**src/hw/rtl/i2cmbe_pkg.sv**
```systemverilog
// Shared types and constants of the I2C master byte engine.
// Used by every RTL module of the block; depends on nothing.
`timescale 1ns / 1ps

package i2cmbe_pkg;

  typedef enum logic [1:0] {
    CmdStart = 2'd0,
    CmdStop  = 2'd1,
    CmdWrite = 2'd2,
    CmdRead  = 2'd3
  } cmd_kind_e;

  typedef enum logic [1:0] {
    StOk     = 2'd0,
    StBusy   = 2'd1,
    StBusErr = 2'd2,
    StNoAck  = 2'd3
  } status_e;

  typedef enum logic {
    SeqIdle = 1'b0,
    SeqRun  = 1'b1
  } seq_state_e;

  localparam int unsigned PhaseIdxW = 5;

  // Index of the final phase of each command run.
  localparam logic [PhaseIdxW-1:0] StartBusyLastIdx = 5'd0;
  localparam logic [PhaseIdxW-1:0] StartErrLastIdx  = 5'd1;
  localparam logic [PhaseIdxW-1:0] StartLastIdx     = 5'd4;
  localparam logic [PhaseIdxW-1:0] StopLastIdx      = 5'd4;
  localparam logic [PhaseIdxW-1:0] WriteLastIdx     = 5'd28;
  localparam logic [PhaseIdxW-1:0] ReadLastIdx      = 5'd21;
  // Phases spent shifting out the eight data bits of a write.
  localparam logic [PhaseIdxW-1:0] WriteBitPhases   = 5'd24;
  // Last phase of the eight clocked data bits of a read.
  localparam logic [PhaseIdxW-1:0] ReadBitLastIdx   = 5'd16;

  localparam int unsigned FifoDepthDefault = 2;
  localparam logic [15:0] TicksReset       = 16'd100;

  // One classified command as it travels from the front to the back.
  typedef struct packed {
    cmd_kind_e             kind;
    logic [7:0]            tx_byte;
    logic                  send_nack;
    logic [PhaseIdxW-1:0]  last_idx;
    status_e               status;
    logic [7:0]            rx_byte;
  } cmd_t;

  // Line levels and hold time of one bus phase.
  typedef struct packed {
    logic       scl;
    logic       sda;
    logic [2:0] hold;
  } phase_t;

endpackage

```
**src/hw/rtl/i2cmbe_front.sv**
```systemverilog
// Front end of the I2C master byte engine: accepts commands and classifies them.
// Depends on i2cmbe_pkg.
`timescale 1ns / 1ps

module i2cmbe_front (
  input  logic               s_axis_tvalid_i,
  output logic               s_axis_tready_o,
  input  logic [23:0]        s_axis_tdata_i,
  input  logic [1:0]         s_axis_tuser_i,
  input  logic               fifo_full_i,
  output logic               push_o,
  output i2cmbe_pkg::cmd_t   cmd_o
);

  i2cmbe_pkg::cmd_kind_e kind;
  logic [7:0]            tx_byte;
  logic                  send_nack;
  logic [7:0]            samples;

  assign kind      = i2cmbe_pkg::cmd_kind_e'(s_axis_tuser_i);
  assign tx_byte   = s_axis_tdata_i[7:0];
  assign send_nack = s_axis_tdata_i[8];
  assign samples   = s_axis_tdata_i[16:9];

  assign s_axis_tready_o = !fifo_full_i;
  assign push_o          = s_axis_tvalid_i && !fifo_full_i;

  // The outcome of every command is known from its samples up front, so the
  // run length and final status are settled here.
  always_comb begin
    cmd_o.kind      = kind;
    cmd_o.tx_byte   = tx_byte;
    cmd_o.send_nack = send_nack;
    cmd_o.rx_byte   = 8'd0;
    cmd_o.status    = i2cmbe_pkg::StOk;
    cmd_o.last_idx  = i2cmbe_pkg::StopLastIdx;
    unique case (kind)
      i2cmbe_pkg::CmdStart: begin
        if (!samples[7]) begin
          cmd_o.last_idx = i2cmbe_pkg::StartBusyLastIdx;
          cmd_o.status   = i2cmbe_pkg::StBusy;
        end else if (samples[6]) begin
          cmd_o.last_idx = i2cmbe_pkg::StartErrLastIdx;
          cmd_o.status   = i2cmbe_pkg::StBusErr;
        end else begin
          cmd_o.last_idx = i2cmbe_pkg::StartLastIdx;
        end
      end
      i2cmbe_pkg::CmdStop: begin
        cmd_o.last_idx = i2cmbe_pkg::StopLastIdx;
      end
      i2cmbe_pkg::CmdWrite: begin
        cmd_o.last_idx = i2cmbe_pkg::WriteLastIdx;
        cmd_o.status   = samples[7] ? i2cmbe_pkg::StNoAck : i2cmbe_pkg::StOk;
      end
      i2cmbe_pkg::CmdRead: begin
        cmd_o.last_idx = i2cmbe_pkg::ReadLastIdx;
        cmd_o.rx_byte  = samples;
      end
      default: begin
        cmd_o.last_idx = i2cmbe_pkg::StopLastIdx;
      end
    endcase
  end

endmodule

```
**src/hw/rtl/i2cmbe_fifo.sv**
```systemverilog
// Short command queue between front and back of the I2C master byte engine.
// Depends on i2cmbe_pkg.
`timescale 1ns / 1ps

module i2cmbe_fifo #(
  parameter int unsigned Depth = i2cmbe_pkg::FifoDepthDefault
) (
  input  logic             clk_i,
  input  logic             rst_ni,
  input  logic             push_i,
  input  i2cmbe_pkg::cmd_t wdata_i,
  output logic             full_o,
  input  logic             pop_i,
  output logic             valid_o,
  output i2cmbe_pkg::cmd_t rdata_o
);

  localparam int unsigned AddrW = (Depth > 1) ? $clog2(Depth) : 1;
  localparam int unsigned CntW  = $clog2(Depth + 1);
  localparam logic [AddrW-1:0] LastAddr = AddrW'(Depth - 1);
  localparam logic [CntW-1:0]  FullCnt  = CntW'(Depth);

  i2cmbe_pkg::cmd_t mem_q [Depth];
  logic [AddrW-1:0] wr_ptr_q, wr_ptr_d;
  logic [AddrW-1:0] rd_ptr_q, rd_ptr_d;
  logic [CntW-1:0]  cnt_q, cnt_d;
  logic             do_push, do_pop;

  assign full_o  = (cnt_q == FullCnt);
  assign valid_o = (cnt_q != '0);
  assign rdata_o = mem_q[rd_ptr_q];
  assign do_push = push_i && !full_o;
  assign do_pop  = pop_i && valid_o;

  always_comb begin
    wr_ptr_d = wr_ptr_q;
    rd_ptr_d = rd_ptr_q;
    cnt_d    = cnt_q;
    if (do_push) begin
      wr_ptr_d = (wr_ptr_q == LastAddr) ? '0 : wr_ptr_q + 1'b1;
    end
    if (do_pop) begin
      rd_ptr_d = (rd_ptr_q == LastAddr) ? '0 : rd_ptr_q + 1'b1;
    end
    if (do_push && !do_pop) begin
      cnt_d = cnt_q + 1'b1;
    end else if (do_pop && !do_push) begin
      cnt_d = cnt_q - 1'b1;
    end
  end

  always_ff @(posedge clk_i or negedge rst_ni) begin
    if (!rst_ni) begin
      wr_ptr_q <= '0;
      rd_ptr_q <= '0;
      cnt_q    <= '0;
    end else begin
      wr_ptr_q <= wr_ptr_d;
      rd_ptr_q <= rd_ptr_d;
      cnt_q    <= cnt_d;
    end
  end

  always_ff @(posedge clk_i) begin
    if (do_push) begin
      mem_q[wr_ptr_q] <= wdata_i;
    end
  end

endmodule

```
**src/hw/rtl/i2cmbe_back.sv**
```systemverilog
// Back end of the I2C master byte engine: steps each command through its bus phases.
// Depends on i2cmbe_pkg; fed by i2cmbe_fifo.
`timescale 1ns / 1ps

module i2cmbe_back (
  input  logic             clk_i,
  input  logic             rst_ni,
  input  logic             fifo_valid_i,
  input  i2cmbe_pkg::cmd_t fifo_cmd_i,
  output logic             pop_o,
  output logic             m_axis_tvalid_o,
  input  logic             m_axis_tready_i,
  output logic [15:0]      m_axis_tdata_o,
  output logic             m_axis_tlast_o,
  output logic [1:0]       m_axis_tuser_o
);

  localparam int unsigned IdxW = i2cmbe_pkg::PhaseIdxW;

  i2cmbe_pkg::seq_state_e state_q, state_d;
  i2cmbe_pkg::cmd_t       cmd_q;
  logic [IdxW-1:0]        idx_q;
  logic [1:0]             sub_q;
  logic [7:0]             sh_q;
  logic                   scl_q, sda_q;

  logic                   out_valid_q;
  i2cmbe_pkg::phase_t     out_phase_q;
  logic                   out_last_q;
  logic [1:0]             out_status_q;
  logic [7:0]             out_rx_q;

  i2cmbe_pkg::phase_t     phase;
  logic                   emit, is_last, pop;
  logic                   write_bits;

  assign is_last    = (idx_q == cmd_q.last_idx);
  assign write_bits = (idx_q < i2cmbe_pkg::WriteBitPhases);

  // Next state.
  always_comb begin
    state_d = state_q;
    unique case (state_q)
      i2cmbe_pkg::SeqIdle: begin
        if (pop) state_d = i2cmbe_pkg::SeqRun;
      end
      i2cmbe_pkg::SeqRun: begin
        if (emit && is_last && !pop) state_d = i2cmbe_pkg::SeqIdle;
      end
      default: state_d = i2cmbe_pkg::SeqIdle;
    endcase
  end

  // Outputs of the sequencer: emit a phase when the output slot frees up, and
  // take the next command as the current one hands out its last phase.
  always_comb begin
    emit = 1'b0;
    pop  = 1'b0;
    unique case (state_q)
      i2cmbe_pkg::SeqIdle: begin
        pop = fifo_valid_i;
      end
      i2cmbe_pkg::SeqRun: begin
        emit = !out_valid_q || m_axis_tready_i;
        pop  = fifo_valid_i && emit && is_last;
      end
      default: begin
        emit = 1'b0;
      end
    endcase
  end

  assign pop_o = pop;

  // Phase generator. The current line levels stand in for the levels the
  // previous phase left.
  always_comb begin
    phase = '{scl: 1'b0, sda: 1'b1, hold: 3'd0};
    unique case (cmd_q.kind)
      i2cmbe_pkg::CmdStart: begin
        case (idx_q)
          5'd0:    phase = '{scl: 1'b1, sda: 1'b1, hold: 3'd4};
          5'd1:    phase = '{scl: 1'b1, sda: 1'b0, hold: 3'd1};
          5'd2:    phase = '{scl: 1'b1, sda: 1'b0, hold: 3'd4};
          5'd3:    phase = '{scl: 1'b0, sda: 1'b0, hold: 3'd0};
          default: phase = '{scl: 1'b0, sda: 1'b1, hold: 3'd0};
        endcase
      end
      i2cmbe_pkg::CmdStop: begin
        case (idx_q)
          5'd0:    phase = '{scl: 1'b0, sda: sda_q, hold: 3'd1};
          5'd1:    phase = '{scl: 1'b0, sda: 1'b0,  hold: 3'd4};
          5'd2:    phase = '{scl: 1'b1, sda: 1'b0,  hold: 3'd1};
          5'd3:    phase = '{scl: 1'b1, sda: 1'b1,  hold: 3'd1};
          default: phase = '{scl: 1'b0, sda: 1'b1,  hold: 3'd0};
        endcase
      end
      i2cmbe_pkg::CmdWrite: begin
        if (write_bits) begin
          case (sub_q)
            2'd0:    phase = '{scl: 1'b0, sda: sda_q,    hold: 3'd1};
            2'd1:    phase = '{scl: 1'b0, sda: sh_q[7], hold: 3'd1};
            default: phase = '{scl: 1'b1, sda: sh_q[7], hold: 3'd1};
          endcase
        end else begin
          case (idx_q)
            5'd24:   phase = '{scl: 1'b0, sda: sda_q, hold: 3'd0};
            5'd25:   phase = '{scl: 1'b0, sda: sda_q, hold: 3'd1};
            5'd26:   phase = '{scl: 1'b0, sda: 1'b1,  hold: 3'd1};
            5'd27:   phase = '{scl: 1'b1, sda: 1'b1,  hold: 3'd1};
            default: phase = '{scl: 1'b0, sda: 1'b1,  hold: 3'd0};
          endcase
        end
      end
      i2cmbe_pkg::CmdRead: begin
        if (idx_q == '0) begin
          phase = '{scl: scl_q, sda: 1'b1, hold: 3'd0};
        end else if (idx_q <= i2cmbe_pkg::ReadBitLastIdx) begin
          // Odd phases drop SCL, even phases raise it for the sample.
          phase = '{scl: !idx_q[0], sda: 1'b1, hold: 3'd1};
        end else begin
          case (idx_q)
            5'd17:   phase = '{scl: 1'b0, sda: 1'b1,            hold: 3'd0};
            5'd18:   phase = '{scl: 1'b0, sda: 1'b1,            hold: 3'd1};
            5'd19:   phase = '{scl: 1'b0, sda: cmd_q.send_nack, hold: 3'd1};
            5'd20:   phase = '{scl: 1'b1, sda: cmd_q.send_nack, hold: 3'd1};
            default: phase = '{scl: 1'b0, sda: cmd_q.send_nack, hold: 3'd1};
          endcase
        end
      end
      default: begin
        phase = '{scl: 1'b0, sda: 1'b1, hold: 3'd0};
      end
    endcase
  end

  always_ff @(posedge clk_i or negedge rst_ni) begin
    if (!rst_ni) begin
      state_q     <= i2cmbe_pkg::SeqIdle;
      out_valid_q <= 1'b0;
      scl_q       <= 1'b1;
      sda_q       <= 1'b1;
      idx_q       <= '0;
      sub_q       <= '0;
    end else begin
      state_q <= state_d;
      if (emit) begin
        out_valid_q <= 1'b1;
      end else if (m_axis_tready_i) begin
        out_valid_q <= 1'b0;
      end
      if (emit) begin
        scl_q <= phase.scl;
        sda_q <= phase.sda;
      end
      if (pop) begin
        idx_q <= '0;
        sub_q <= '0;
      end else if (emit) begin
        idx_q <= idx_q + 1'b1;
        if (cmd_q.kind == i2cmbe_pkg::CmdWrite && write_bits) begin
          sub_q <= (sub_q == 2'd2) ? 2'd0 : sub_q + 1'b1;
        end
      end
    end
  end

  always_ff @(posedge clk_i) begin
    if (pop) begin
      cmd_q <= fifo_cmd_i;
      sh_q  <= fifo_cmd_i.tx_byte;
    end else if (emit && cmd_q.kind == i2cmbe_pkg::CmdWrite && write_bits &&
                 sub_q == 2'd2) begin
      sh_q <= {sh_q[6:0], 1'b0};
    end
    if (emit) begin
      out_phase_q  <= phase;
      out_last_q   <= is_last;
      out_status_q <= is_last ? cmd_q.status : i2cmbe_pkg::StOk;
      out_rx_q     <= is_last ? cmd_q.rx_byte : 8'd0;
    end
  end

  assign m_axis_tvalid_o = out_valid_q;
  assign m_axis_tdata_o  = {3'd0, out_rx_q, out_phase_q.hold, out_phase_q.sda,
                            out_phase_q.scl};
  assign m_axis_tlast_o  = out_last_q;
  assign m_axis_tuser_o  = out_status_q;

endmodule

```
**src/hw/rtl/i2c_master_byte_engine_unit.sv**
```systemverilog
// An accepted command is written into the command queue, taken into the back-end sequencer and
// sent out phase by phase through its output register. Throughput: one bus phase per cycle while
// the receiver is ready; start 1, 2 or 5 phases, stop 5, write byte 29, read byte 22.
// The command queue lets the next commands be accepted while a run is still being emitted.
// Reset (rst_ni, asynchronous, active low) empties the queue and the output register,
// releases both bus lines (SCL and SDA at 1) and sets the delay-unit register to 100 ticks.
`timescale 1ns / 1ps

// Top level of the I2C master byte engine.
// Depends on i2cmbe_pkg, i2cmbe_front, i2cmbe_fifo and i2cmbe_back.

module i2c_master_byte_engine_unit #(
  parameter int unsigned FifoDepth = i2cmbe_pkg::FifoDepthDefault
) (
  input  logic        clk_i,
  input  logic        rst_ni,
  // Configuration: ticks per delay unit.
  input  logic        cfg_we_i,
  input  logic [15:0] cfg_wdata_i,
  // Command requests.
  input  logic        s_axis_tvalid_i,
  output logic        s_axis_tready_o,
  // tdata from bit 0: tx_byte[7:0], send_nack[8], bus_sda_samples[16:9], zeros above.
  input  logic [23:0] s_axis_tdata_i,
  // tuser from bit 0: kind[1:0].
  input  logic [1:0]  s_axis_tuser_i,
  // Bus phase requests.
  output logic        m_axis_tvalid_o,
  input  logic        m_axis_tready_i,
  // tdata from bit 0: scl_level[0], sda_drive[1], hold_units[4:2], rx_byte[12:5], zeros above.
  output logic [15:0] m_axis_tdata_o,
  // tlast marks the final phase of a command.
  output logic        m_axis_tlast_o,
  // tuser from bit 0: status[1:0].
  output logic [1:0]  m_axis_tuser_o
);

  // The delay-unit length is held here but drives no port of this block;
  // the phase values themselves carry the hold in units only.
  logic [15:0] ticks_q;

  always_ff @(posedge clk_i or negedge rst_ni) begin
    if (!rst_ni) begin
      ticks_q <= i2cmbe_pkg::TicksReset;
    end else if (cfg_we_i) begin
      ticks_q <= cfg_wdata_i;
    end
  end

  logic             push, fifo_full, fifo_valid, pop;
  i2cmbe_pkg::cmd_t push_cmd, head_cmd;

  // The front settles each command's run length and final status from its
  // samples, so the back only has to count phases.
  i2cmbe_front u_front (
    .s_axis_tvalid_i (s_axis_tvalid_i),
    .s_axis_tready_o (s_axis_tready_o),
    .s_axis_tdata_i  (s_axis_tdata_i),
    .s_axis_tuser_i  (s_axis_tuser_i),
    .fifo_full_i     (fifo_full),
    .push_o          (push),
    .cmd_o           (push_cmd)
  );

  i2cmbe_fifo #(
    .Depth (FifoDepth)
  ) u_fifo (
    .clk_i   (clk_i),
    .rst_ni  (rst_ni),
    .push_i  (push),
    .wdata_i (push_cmd),
    .full_o  (fifo_full),
    .pop_i   (pop),
    .valid_o (fifo_valid),
    .rdata_o (head_cmd)
  );

  // The back keeps the line levels left by the last phase, since a stop, a
  // write and a read all start from where the previous command ended.
  i2cmbe_back u_back (
    .clk_i           (clk_i),
    .rst_ni          (rst_ni),
    .fifo_valid_i    (fifo_valid),
    .fifo_cmd_i      (head_cmd),
    .pop_o           (pop),
    .m_axis_tvalid_o (m_axis_tvalid_o),
    .m_axis_tready_i (m_axis_tready_i),
    .m_axis_tdata_o  (m_axis_tdata_o),
    .m_axis_tlast_o  (m_axis_tlast_o),
    .m_axis_tuser_o  (m_axis_tuser_o)
  );

endmodule

```
**config.mk**
```make
export PLATFORM = sky130hd
export DESIGN_NAME = i2c_master_byte_engine_unit
export DESIGN_NICKNAME = d
export VERILOG_FILES = /design/src/hw/rtl/i2cmbe_pkg.sv /design/src/hw/rtl/i2cmbe_front.sv /design/src/hw/rtl/i2cmbe_fifo.sv /design/src/hw/rtl/i2cmbe_back.sv /design/src/hw/rtl/i2c_master_byte_engine_unit.sv
export SDC_FILE = /design/constraint.sdc
export NUM_CORES = 1
export LEC_CHECK = 0
export ABC_AREA = 1
export BUFFER_PORTS_ARGS = -buffer_cell sky130_fd_sc_hd__buf_4
export CORE_MARGIN = 4
export CORE_UTILIZATION = 25
export CTS_BUF_LIST = sky130_fd_sc_hd__clkbuf_2 sky130_fd_sc_hd__clkbuf_4 sky130_fd_sc_hd__clkbuf_8
export DETAILED_ROUTE_END_ITERATION = 16
export GPL_ROUTABILITY_DRIVEN = 0
export HOLD_SLACK_MARGIN = 0.06
export PLACE_DENSITY = 0.47
export SETUP_SLACK_MARGIN = 0.2
export SLEW_MARGIN = 40
export SYNTH_ARGS = -nofsm -noshare
export SYNTH_HDL_FRONTEND = slang
export SYNTH_SLANG_ARGS = --single-unit
export TNS_END_PERCENT = 20
```
**constraint.sdc**
```tcl
create_clock -name clk_i -period 3.8 [get_ports clk_i]
set_input_delay 0.76 -clock clk_i [delete_from_list [all_inputs] [get_ports clk_i]]
set_output_delay 0.76 -clock clk_i [all_outputs]
set_load 0.02 [all_outputs]
```
* Yosys cells after proc, flatten, opt, wreduce, memory -nomap -nowiden
Memory sizes are Yosys's and may differ from the RTL's.
Cells that the tools add are included.
** Operators by class
- Multiplexer cells :: 37
- Shift operators :: 0
- Equal/unequal tests :: 20
- Reduce and logical (&&, ||, !) cells :: 31
- Multipliers :: 0
- Add/sub/neg operators :: 6
- Bitwise operators :: 1
- Divide/modulo/power cells :: 0
- Magnitude comparators :: 2
** Operator list (count)
- $pmux 5 s4 :: 5
- $eq 5x5->1 const B :: 7
- $mux 5 :: 6
- $mux 8 :: 3
- $mux 2 :: 8
- $pmux 5 s3 :: 1
- $logic_and 1x1->1 :: 13
- $eq 2x2->1 const B :: 6
- $reduce_bool 2->1 :: 6
- $eq 5x2->1 const B :: 2
- $pmux 5 s2 :: 1
- $mux 1 :: 9
- $eq 2x1->1 const B :: 3
- $logic_not 1->1 :: 6
- $logic_not 2->1 :: 3
- $add 5x1->5 const B :: 1
- $eq 5x1->1 const B :: 1
- $eq 5x5->1 :: 1
- $le 5x5->1 const B :: 1
- $logic_not 5->1 :: 1
- $lt 5x5->1 const B :: 1
- $add 2x1->2 const B :: 2
- $pmux 1 s2 :: 2
- $pmux 2 s2 :: 1
- other kinds (6) :: 7
** Storage, ports and cells
- Memory bits (read-only) :: 0
- Input port bits :: 47
- Latch bits :: 0
- Output and inout bits :: 21
- Register bits after elaboration :: 57
- Memories :: 1
- RAM bits :: 52
** Memories
- u_fifo.mem_q :: depth 2, bits a word 26, read ports 1, clocked after memory_dff 0, write ports 1, RTL line i2cmbe_fifo.sv:23 : i2cmbe_pkg::cmd_t mem_q [Depth];

* Depth between registers and ports, before layout
Gate-level depths: netlist of run 1.
- Depth in word-level cells :: 9
- Mapped depth :: 12

* By module
A second synthesis of run 1 with hierarchy kept.
** Unflattened totals
- Cells, all modules :: 457
- Area total of the unflattened synthesis :: 4863.4 sq um
** By module, submodules not included
- i2cmbe_back :: cells an instance 243, sequential area each 1508.9 sq um, area an instance 2451.1 sq um, instances 1
- i2cmbe_fifo :: cells an instance 167, sequential area each 1661.6 sq um, area an instance 2185.8 sq um, instances 1
- i2cmbe_front :: cells an instance 47, sequential area each 0.0 sq um, area an instance 226.5 sq um, instances 1

* Least setup slack after synthesis of run 1
Ideal clock, no wire load.
- Path kind :: input -> register
- From :: in m_axis_tready_i
- To :: reg u_back.sh_q[0] (enable)
- Data arrival time :: 2.330 ns
- Setup slack :: 1.086 ns
- Stages :: 6
- Library setup time :: 0.384 ns
- Buffers on the path :: 0
- Required time :: 3.416 ns
- Path through :: nor2_1 nor2_2 nand2_1 inv_1 nand2_1 o21ai_0
** Between the ends
- Word-level cells in the longest chain between the ends :: 6
- Elaborated cells on any way between the ends :: 9
- Classes of those cells :: 2 x mux; 7 x reduce/logical
** RTL lines
- from (decl) :: RTL line i2c_master_byte_engine_unit.sv:29 : input logic m_axis_tready_i,
- $logic_or 1x1->1 :: RTL line i2cmbe_back.sv:64 : emit = !out_valid_q || m_axis_tready_i;
- $mux 1 :: RTL line i2cmbe_back.sv:59 : unique case (state_q)
- named net u_back.emit :: RTL line i2cmbe_back.sv:34 : logic emit, is_last, pop;
- $logic_and 1x1->1 (3 in series) :: RTL line i2cmbe_back.sv:172 : end else if (emit && cmd_q.kind == i2cmbe_pkg::CmdWrite && write_bits &&
- $reduce_bool 2->1 (no line)
- to (signal assigned) :: RTL line i2cmbe_back.sv:171 : sh_q <= fifo_cmd_i.tx_byte;
- to (signal assigned) :: RTL line i2cmbe_back.sv:174 : sh_q <= {sh_q[6:0], 1'b0};
- to (decl) :: RTL line i2cmbe_back.sv:24 : logic [7:0] sh_q;
The timed path passes the listed nets, and every way through them passes these cells.
A chain may end at the register's enable or synchronous reset.

* Worst setup path in the final report of run 1
- From :: reg u_back.idx_q[2]
- To :: reg u_fifo.cnt_q[1]
** Between the ends
- Word-level cells in the longest chain between the ends :: 7
- Elaborated cells on any way between the ends :: 9
- Classes of those cells :: 1 x eq/ne; 2 x mux; 6 x reduce/logical
** RTL lines
- from (decl) :: RTL line i2cmbe_back.sv:22 : logic [IdxW-1:0] idx_q;
- from (signal assigned) :: RTL line i2cmbe_back.sv:160 : idx_q <= idx_q + 1'b1;
- $eq 5x5->1 (*) :: RTL line i2cmbe_back.sv:37 : assign is_last = (idx_q == cmd_q.last_idx);
- $logic_and 1x1->1 (*) :: RTL line i2cmbe_back.sv:65 : pop = fifo_valid_i && emit && is_last;
- $pmux 1 s2 (*) :: RTL line i2cmbe_back.sv:59
- $logic_and 1x1->1 (*) :: RTL line i2cmbe_fifo.sv:33 : assign do_pop = pop_i && valid_o;
- $logic_not 1->1 :: RTL line i2cmbe_fifo.sv:45 : if (do_push && !do_pop) begin
- $logic_and 1x1->1 :: RTL line i2cmbe_fifo.sv:45
- $mux 2 / $reduce_bool 2->1 (equally long branches)
- to (signal assigned) :: RTL line i2cmbe_fifo.sv:60 : cnt_q <= cnt_d;
- to (decl) :: RTL line i2cmbe_fifo.sv:26 : logic [CntW-1:0] cnt_q, cnt_d;
Every way passes the cells marked *; elsewhere a longest branch is shown, timed or not.

==> impl_metrics.tcl, run 1 <==
set metrics [dict create \
    start_util_pct 25.7 \
    io-pin-count 68 \
    portBuffers 39 \
    yosysSeqAreaShare_pct 68.5 \
    worst_slack_ps 1650 \
    cts-root-buf "clkbuf_8" \
    htree_levels 3 \
    cp_data_required_time_ps 4060 \
    postRouteAntennaNets 0 \
    via_per_inst 4.04 \
    grt-ovfl-total 0 \
    wl_per_cell_um 12.1 \
    cts_inserted_buffers 9 \
    setup_viol 0 \
    path_class "register to register" \
    drtIter0Drc 164 \
    netlist_instances 407 \
    synthDistinctLibCells 30 \
    grt_start_max_net_pins 28 \
    power_mw 3.38 \
    muxShareOfSynthArea_pct 1.56 \
    post_cts_buffers 0 \
    grt_use_total_pct 8.78 \
    cts_sinks 105 \
    worst_pin_slew_ps 733 \
    grt_pass1_wl_um 13900 \
    die_area_sq_mm 0.0202 \
    finalCritPeriodShare_pct 56.5 \
    final.setup_skew_ps 10.6 \
    syn_area_per_cell_sq_um 11.0 \
    clock_path_buffers 2 \
    dp_slack_ps 1270 \
    setup_tns_ps 0 \
    drv_slew 0 \
    fmax_mhz 466 \
    diodes 0 \
    stdcell_area_sq_mm 0.00525 \
    rsz0062_at_grt "false" \
    via_count 2756 \
    run_status "completed" \
    die_w_um 142 \
    end_kind "register" \
    powerDensity_mw_per_mm2 643 \
    reg2reg_depth 12 \
    synthXorXnorAreaFrac_pct 1.17 \
    core_area_sq_mm 0.0175 \
    syn_area_sq_mm 0.00450 \
    synth_seq_cells 105 \
    synthSimpleGateAreaFrac_pct 16.9 \
    cap_viol_max_count 0 \
    dieHeight_um 142 \
    cts-hold-fix-buffers 0 \
    hold_class "input port to asynchronous set/reset pin" \
    synth_top_family_by_area "simple AND/OR/NAND/NOR gates" \
    leakagePower_nw 2.25 \
    cp.arrival_ps 2410 \
    dr.pass1.iters 4 \
    synth_compound_gate_area_share_pct 4.04 \
    drt-total-wl_um 8260 \
    fin_nets 505 \
    dpl.hpwl_um 5530 \
    row_count 48 \
    layout-drive-gt1-share_pct 17.5 \
    antenna_found_initial 0 \
    syn_to_final_growth_pct 16.8 \
    finish.utilization_pct 30.1 \
    cp_max_fo 18 \
    cts_tree "yes" \
    fin_crit_ps 2150 \
    post_cts_resized 0 \
    maxSlewHeadroom_pct 50.8 \
    drc 0 \
    clkLatencyLatePin_ps 380 \
    grt_pass1_vias 2857 \
    yosysWarnings 0 \
    crit_path_start_kind "register" \
    report.final.hold_viol_count 0 \
    ir_drop_mv 0.178 \
    dpl_cell_area_sq_mm 0.00505 \
    synth-adder-area-share_pct 1.39 \
    cts.clk_slew.worst_paths_ps 100 \
]
-- layer usage --
metal,vias to the layer above,GRT usage [%],share of wire [%]
met2,50,14.0,46
met5,-,0,0
met4,0,4.34,2.6
met1,1282,11.0,47
li1,1407,-,-
met3,17,2.45,3.9
-- placed cells by master, fill, tap and decap left out, types with 9 or more instances in the layout --
cell      Yosys  final
inv_1        49     49
clkbuf_8      0      9
nand3_1      15     15
nor2_1       46     44
o21ai_0      10      9
buf_4         5     44
edfxtp_1     90     90
nand2_1     118    118
dfrtp_1      13     13
-- state kept, by name (all words and copies together), names as in the netlist --
signal / count
u_back.m_axis_tdata_o: 4
u_back.idx_q: 5
u_back.m_axis_tuser_o: 2
u_fifo.rd_ptr_q: 1
u_back.m_axis_tlast_o: 1
u_fifo.cnt_q: 2
u_back.sub_q: 2
u_back.sh_q: 8
u_fifo.wr_ptr_q: 1
u_back.out_rx_q: 8
u_fifo.mem_q: 50
u_back.state_q: 1
u_back.cmd_q: 17
u_back.scl_q: 1
u_back.sda_q: 1
u_back.m_axis_tvalid_o: 1
-- metrics by stage --
| stage | std cells | hold WS (ps) |
|---|---|---|
| floorplan | 410 | 448 |
| global placement | 667 | 456 |
| detailed placement | 667 | 467 |
| CTS | 683 | 208 |
| global route | 683 | 219 |
| finish | 683 | 231 |
-- power breakdown --
group	internal (mW)	switching (mW)	total [mW]
Clock	0.326	0.385	0.711
Combinational	0.318	0.646	0.964
Sequential	1.57	0.129	1.70
-- path summary, 6_finish.rpt --
kind                                        startpoint                          end  slack [ps]
max                        u_back.idx_q[2]$_DFFE_PN0P_  u_fifo.cnt_q[1]$_DFFE_PN0P_        1650
min                                             rst_ni  u_back.sub_q[0]$_DFFE_PN0P_         230
max reg2reg                u_back.idx_q[2]$_DFFE_PN0P_  u_fifo.cnt_q[1]$_DFFE_PN0P_        1650
min reg2reg                   u_back.scl_q$_DFFE_PN1P_     u_back.scl_q$_DFFE_PN1P_         480
max in group asynchronous                       rst_ni     u_back.sda_q$_DFFE_PN1P_        3310
min in group clk_i            u_back.scl_q$_DFFE_PN1P_     u_back.scl_q$_DFFE_PN1P_         480
-- cells in the mapped netlist --
cell | count | area share, %
a21oi_1 | 5 | 0.56
a21oi_2 | 2 | 0.39
a22o_1 | 1 | 0.19
a31oi_1 | 1 | 0.14
buf_2 | 2 | 0.22
buf_4 | 5 | 0.84
buf_6 | 1 | 0.25
clkbuf_1 | 4 | 0.33
clkinv_1 | 1 | 0.083
clkinv_8 | 1 | 0.36
conb_1 | 1 | 0.083
dfrtp_1 | 13 | 7.2
dfstp_2 | 2 | 1.2
edfxtp_1 | 90 | 60
ha_1 | 5 | 1.4
inv_1 | 49 | 4.1
inv_2 | 2 | 0.17
mux2i_1 | 7 | 1.6
nand2_1 | 118 | 9.9
nand2_2 | 2 | 0.28
nand3_1 | 15 | 1.7
nand4_1 | 7 | 0.97
nor2_1 | 46 | 3.8
nor2_2 | 2 | 0.28
o211ai_1 | 1 | 0.17
o21ai_0 | 10 | 1.1
o21ai_1 | 1 | 0.11
o21ai_2 | 7 | 1.4
xnor2_1 | 2 | 0.39
xor2_1 | 4 | 0.78
-- critical path, cell delays in order, from the launching register on --
cell	delay [ps]
dfrtp_1	490
inv_2	140
nand2_1	60
o21ai_1	80
inv_1	70
nand4_1	80
nand2_1	80
nand2_2	80
buf_4	290
ha_1	310
a21oi_1	110
o21ai_0	110
xnor2_1	140
-- cell type report --
cell class | instances | area [sq um]
clock inverter | 5 | 63.8
timing repair buffer | 44 | 330
fill | 1783 | 12200
inverter | 53 | 211
multi-input combinational | 240 | 1150
sequential | 105 | 3080
tap | 225 | 282
clock buffer | 11 | 139
-- kinds of logic after synthesis --
logic type      count (synthesis)
compound gates                 28
xor+xnor                        6
fa+ha+maj                       5
buf+inv                        65
flops                         105
mux                             7
other cells                     1
simple gates                  190
Note: power is estimated with default switching activity, not from simulation.
==> run 2, diff against run 1 <==
clock period = 2.1 ns   (was 3.8 ns; I/O delays follow)
==> impl_metrics.tcl, run 2 (synthesis gave the netlist of run 1 again) <==
set metrics [dict create \
    run_status "completed" \
    dieHeight_um 142 \
    grt_use_total_pct 8.69 \
    hold_class "input port to register" \
    io-pin-count 68 \
    grt-ovfl-total 0 \
    cp.arrival_ps 1890 \
    leakagePower_nw 2.30 \
    die_area_sq_mm 0.0202 \
    stdcell_count 691 \
    dr.pass1.iters 4 \
    syn_to_final_growth_pct 20.5 \
    powerDensity_mw_per_mm2 1180 \
    regMostFlops "u_fifo.mem_q" \
    layout-drive-gt1-share_pct 21.5 \
    combinationalPowerShare_pct 30.7 \
    postRouteAntennaNets 0 \
    grt_pass1_vias 2862 \
    crit_path_start_kind "register" \
    maxSlewHeadroom_pct 58.2 \
    multi_input_area_sq_mm 0.00120 \
    rsz0062_at_grt "true" \
    via_count 2738 \
    cts_sinks 105 \
    clkPwrFrac_pct 21.7 \
    path_class "register to register" \
    cts-root-buf "clkbuf_8" \
    startpoint "u_back.idx_q[4]$_DFFE_PN0P_" \
    p_sw_share_pct 33.8 \
    ir_drop_mv 0.349 \
    grt_pass1_wl_um 13600 \
    clock_path_buffers 2 \
    dp.cells 667 \
    drv_slew 0 \
    end_kind "register" \
    cts_tree "yes" \
    wl_per_cell_um 12.0 \
    setup_viol 0 \
    cts.clk_slew.worst_paths_ps 100 \
    die_w_um 142 \
    p_int_mw 4.24 \
    reg2reg_depth 10 \
    drtIter0Drc 123 \
    power_mw 6.41 \
    cp-endpoint "u_back.sh_q[1]$_DFFE_PP_" \
    seq_power_share_pct 47.6 \
    fmax_mhz 561 \
    hold_ws_ps 219 \
    seq_area_sq_mm 0.00308 \
    row_count 48 \
    core_area_sq_mm 0.0175 \
    cap_viol_max_count 0 \
    worst_pin_slew_ps 623 \
    final.setup_skew_ps 7.29 \
    most-common-layout-cells "nand2_1, edfxtp_1, buf_4, inv_1, nor2_1" \
    cts_inserted_buffers 9 \
    antenna_found_initial 0 \
    reg2reg_slack_ps 320 \
    finish.utilization_pct 31.0 \
    portBuffers 39 \
    fill_cells 1769 \
    via_per_inst 3.96 \
    report.final.hold_viol_count 0 \
    fin_nets 513 \
    layout_commonest_cell "nand2_1" \
    switching_power_mw 2.17 \
    htree_levels 3 \
    diodes 0 \
    stdcell_area_sq_mm 0.00542 \
    finalCritPeriodShare_pct 84.9 \
    cp_data_required_time_ps 2210 \
    r2r-start "u_back.idx_q[4]$_DFFE_PN0P_" \
    reg.largest.list "u_fifo.mem_q x50, u_back.cmd_q x17" \
    fin_crit_ps 1780 \
    cp_max_fo 8 \
    drt-total-wl_um 8300 \
    dpl.hpwl_um 5400 \
    min_from "s_axis_tdata_i[2]" \
    grt_start_max_net_pins 27 \
    clkLatencyLatePin_ps 380 \
    r2r_end "u_back.sh_q[1]$_DFFE_PP_" \
    dpl_cell_area_sq_mm 0.00507 \
    largest_register_ffs 50 \
    start_util_pct 25.7 \
    drc 0 \
]
## run 2: worst min path at each step
stage	to	slack [ps]	depth (start not counted)
2_1_floorplan	u_back.idx_q[0]$_DFFE_PN0P_	120	0
3_3_place_gp	u_fifo.wr_ptr_q$_DFFE_PN0P_	300	1
3_5_place_dp	u_fifo.wr_ptr_q$_DFFE_PN0P_	300	1
4_1_cts	u_fifo.mem_q[0][18]$_DFFE_PP_	190	1
5_1_grt	u_fifo.mem_q[0][16]$_DFFE_PP_	190	1
6_report	u_fifo.mem_q[0][18]$_DFFE_PP_	220	1
## run 2: worst max-delay path, cell delays in order (launching register included)
cell and delay [ps]:
dfrtp_1 410, buf_4 130, buf_4 130, nand2_1 90, nand2_1 60, inv_1 100, nand2_1 70, inv_1 80
nand2_1 100, o21ai_4 180, buf_12 140
## run 2: cell type report
type,count,area share [%]
Multi-Input combinational cell,240,22.2
Clock buffer,9,2.29
Sequential cell,105,56.9
Inverter,53,3.90
Timing Repair Buffer,52,7.71
Tap cell,225,5.20
Clock inverter,7,1.82
## run 2: metal layers
metal	up-vias	share of wire [%]	track usage, %
met5	-	0	0
met4	0	2.6	4.70
met3	14	3.4	2.42
met2	37	49	14.3
met1	1259	45	10.3
li1	1428	-	-
## run 2: repair_timing
item / in CTS / in global routing
hold buffers: 1 / 0
setup endpoints to repair: 1 / 13
resized for setup: 3 / 13
pin swaps: 0 / 3
setup buffers: 5 / 2
hold endpoints to repair: 13 / 0
## run 2: power by group through the flow
stage / logic [mW] / clock network [mW] / registers, mW
after global placement: 1.75 / 0 / 3.12
final: 1.97 / 1.39 / 3.05
after global routing: 2.23 / 1.55 / 3.09
after detailed placement: 1.78 / 0 / 3.13
after floorplan: 1.23 / 0 / 3.14
after CTS: 1.91 / 1.46 / 3.05
## run 2: per-stage QoR
stage                     TNS, ps  setup WS, ps
after floorplan             -2920          -117
after global placement          0           168
after detailed placement        0           101
after CTS                       0           204
after global routing            0           164
final                           0           317
==> run 3, diff against run 2 <==
ABC_AREA = 0   (was 1)
PLACE_DENSITY = 0.48   (was 0.47)
clock period = 1.7 ns   (was 2.1 ns; I/O delays follow)
==> impl_metrics.tcl, run 3 <==
set metrics [dict create \
    run_status "finished, violations left" \
    violations "negative setup slack" \
    p_sw_share_pct 31.1 \
    path_class "register to register" \
    rsz0062_at_grt "true" \
    fmax_mhz 503 \
    powerDensity_mw_per_mm2 1450 \
    die_w_um 142 \
    clkPwrFrac_pct 18.7 \
    synthFlopType "edfxtp_1" \
    grt_start_max_net_pins 26 \
    combinationalPowerShare_pct 36.2 \
    synthMostInstantiatedCell "edfxtp_1" \
    clock_path_buffers 2 \
    reg.largest.list "u_fifo.mem_q x50, u_back.cmd_q x17" \
    dieHeight_um 142 \
    stdcell_count 607 \
    drv_slew 0 \
    most-common-layout-cells "edfxtp_1, buf_4, mux2_2, buf_6, nor2_1" \
    largest_register_ffs 50 \
    cts_sinks 105 \
    leakagePower_nw 2.16 \
    fin_crit_ps 1990 \
    syn_area_sq_mm 0.00447 \
    regMostFlops "u_fifo.mem_q" \
    dp.cells 581 \
    io-pin-count 68 \
    htree_levels 3 \
    layout-drive-gt1-share_pct 44.8 \
    cap_viol_max_count 0 \
    seq_power_share_pct 45.0 \
    synth_top_area_cell "edfxtp_1" \
    cts_tree "yes" \
    p_int_mw 5.80 \
    report.final.hold_viol_count 0 \
    ir_drop_mv 0.472 \
    synth_common_cells "edfxtp_1, mux2_2, nor2_1, and2_1, dfrtp_1" \
    end_kind "register" \
    syn_area_per_cell_sq_um 15.0 \
    hold_path_depth 1 \
    drtIter0Drc 146 \
    finalCritPeriodShare_pct 117 \
    core_area_sq_mm 0.0174 \
    yosysSeqAreaShare_pct 69.0 \
    portBuffers 39 \
    dp_slack_ps -368 \
    synth_top_area_share_pct 60.5 \
    via_count 2525 \
    drc 0 \
    cts.clk_slew.worst_paths_ps 110 \
    cp_max_fo 6 \
    wl_per_cell_um 13.6 \
    netlist_instances 297 \
    syn_to_final_growth_pct 29.9 \
    synthDistinctLibCells 55 \
    setup_tns_ps -5990 \
    crit_path_start_kind "register" \
    reg2reg_depth 6 \
    synth-edff-count 90 \
    final.setup_skew_ps 20.6 \
    grt_use_total_pct 8.69 \
    synth_seq_cells 105 \
    clkLatencyLatePin_ps 380 \
    ys_async_sr_fraction_pct 14.3 \
    yosysWarnings 0 \
    setup_viol 41 \
    synthTopCellsByArea "edfxtp_1, mux2_2, dfrtp_1, and2_1, nor2_1" \
    cp_data_required_time_ps 1840 \
    fin_nets 430 \
    cts_inserted_buffers 9 \
    die_area_sq_mm 0.0201 \
    worst_slack_ps -290 \
    via_per_inst 4.16 \
    row_count 48 \
    cp.arrival_ps 2130 \
    cts-root-buf "clkbuf_8" \
    grt_pass1_wl_um 13600 \
    drt-total-wl_um 8250 \
    hold_class "input port to register" \
    layout_commonest_cell "edfxtp_1" \
    dr.pass1.iters 4 \
    grt_pass1_vias 2659 \
    grt-ovfl-total 0 \
    start_util_pct 25.6 \
    switching_power_mw 2.61 \
    antenna_found_initial 0 \
    postRouteAntennaNets 0 \
    dpl.hpwl_um 5520 \
    diodes 0 \
]
run 3: cell count changes in the layout (fill, tap and decap cells not counted), moves of 15 or more:
cell and delta:
buf_4 +15, buf_6 +17, inv_1 -42, mux2_2 +29, nand2_1 -110, nor2_1 -25
run 3: power by group through the flow:
stage               combinational, mW  sequential [mW]  clock (mW)
floorplan                        1.59             3.80           0
global placement                 2.56             3.81           0
detailed placement               2.59             3.83           0
CTS                              3.00             3.79        1.65
global route                     3.35             3.85        1.75
finish                           3.05             3.79        1.57
run 3: cell families after synthesis:
group	Yosys count	synth area share, %
AO/OA/AOI/OAI	30	4.85
XOR/XNOR	14	2.91
adder cells (fa/ha/maj)	5	1.40
buffers and inverters	26	2.88
flip-flops	105	69.0
multiplexers	33	8.35
other	1	0.0840
AND/OR/NAND/NOR	83	10.6
run 3: final cells by class:
type                       count  area, sq um
inverter                       7         33.8
multi-input combinational    169         1440
clock buffer                   9          124
timing repair buffer          86          762
fill                        1694        11600
sequential                   105         3090
tap                          225          282
clock inverter                 6         73.8
run 3: routing by layer:
metal	track usage, %	wire length [um]	vias up
met5	0	0	-
met4	3.79	133	0
met3	2.70	306	8
met2	14.2	4170	32
met1	10.6	3640	1236
li1	-	-	1249
run 3: final timing paths:
path / slack (ps) / to / from
hold reg to reg: 520 / u_back.scl_q$_DFFE_PN1P_ / u_back.scl_q$_DFFE_PN1P_
min in group asynchronous: 350 / u_back.sub_q[0]$_DFFE_PN0P_ / rst_ni
hold / removal: 140 / u_fifo.mem_q[0][21]$_DFFE_PP_ / s_axis_tdata_i[5]
max in group asynchronous: 1070 / u_back.scl_q$_DFFE_PN1P_ / rst_ni
setup / recovery: -290 / u_back.sh_q[3]$_DFFE_PP_ / u_back.m_axis_tvalid_o$_DFFE_PN0P_
setup reg to reg: -290 / u_back.sh_q[3]$_DFFE_PP_ / u_back.m_axis_tvalid_o$_DFFE_PN0P_
run 3: worst max-delay path, stage by stage (launching register included):
cell and delay [ps]:
dfrtp_2 420, nor2b_4 130, or4_4 490, o22ai_4 150
buf_12 140, buf_12 110, mux2_2 320
run 3: stage by stage:
| stage | hold slack (ps) | instance area [sq um] | util, % | power (mW) |
|---|---|---|---|---|
| finish | 145 | 5800 | 33.3 | 8.41 |
| global route | 105 | 5800 | 33.3 | 8.96 |
| CTS | 118 | 5750 | 33.0 | 8.45 |
| detailed placement | 228 | 5300 | 30.4 | 6.42 |
| global placement | 229 | 5300 | 30.4 | 6.37 |
| floorplan | 44.4 | 4520 | - | 5.40 |
run 3: repair_timing:
item	4_1_cts	5_1_grt
endpoints found under the setup margin	121	111
pin swaps	13	9
setup buffers	10	0
hold endpoints to repair	15	0
hold buffers	1	0
gates resized for setup	43	11
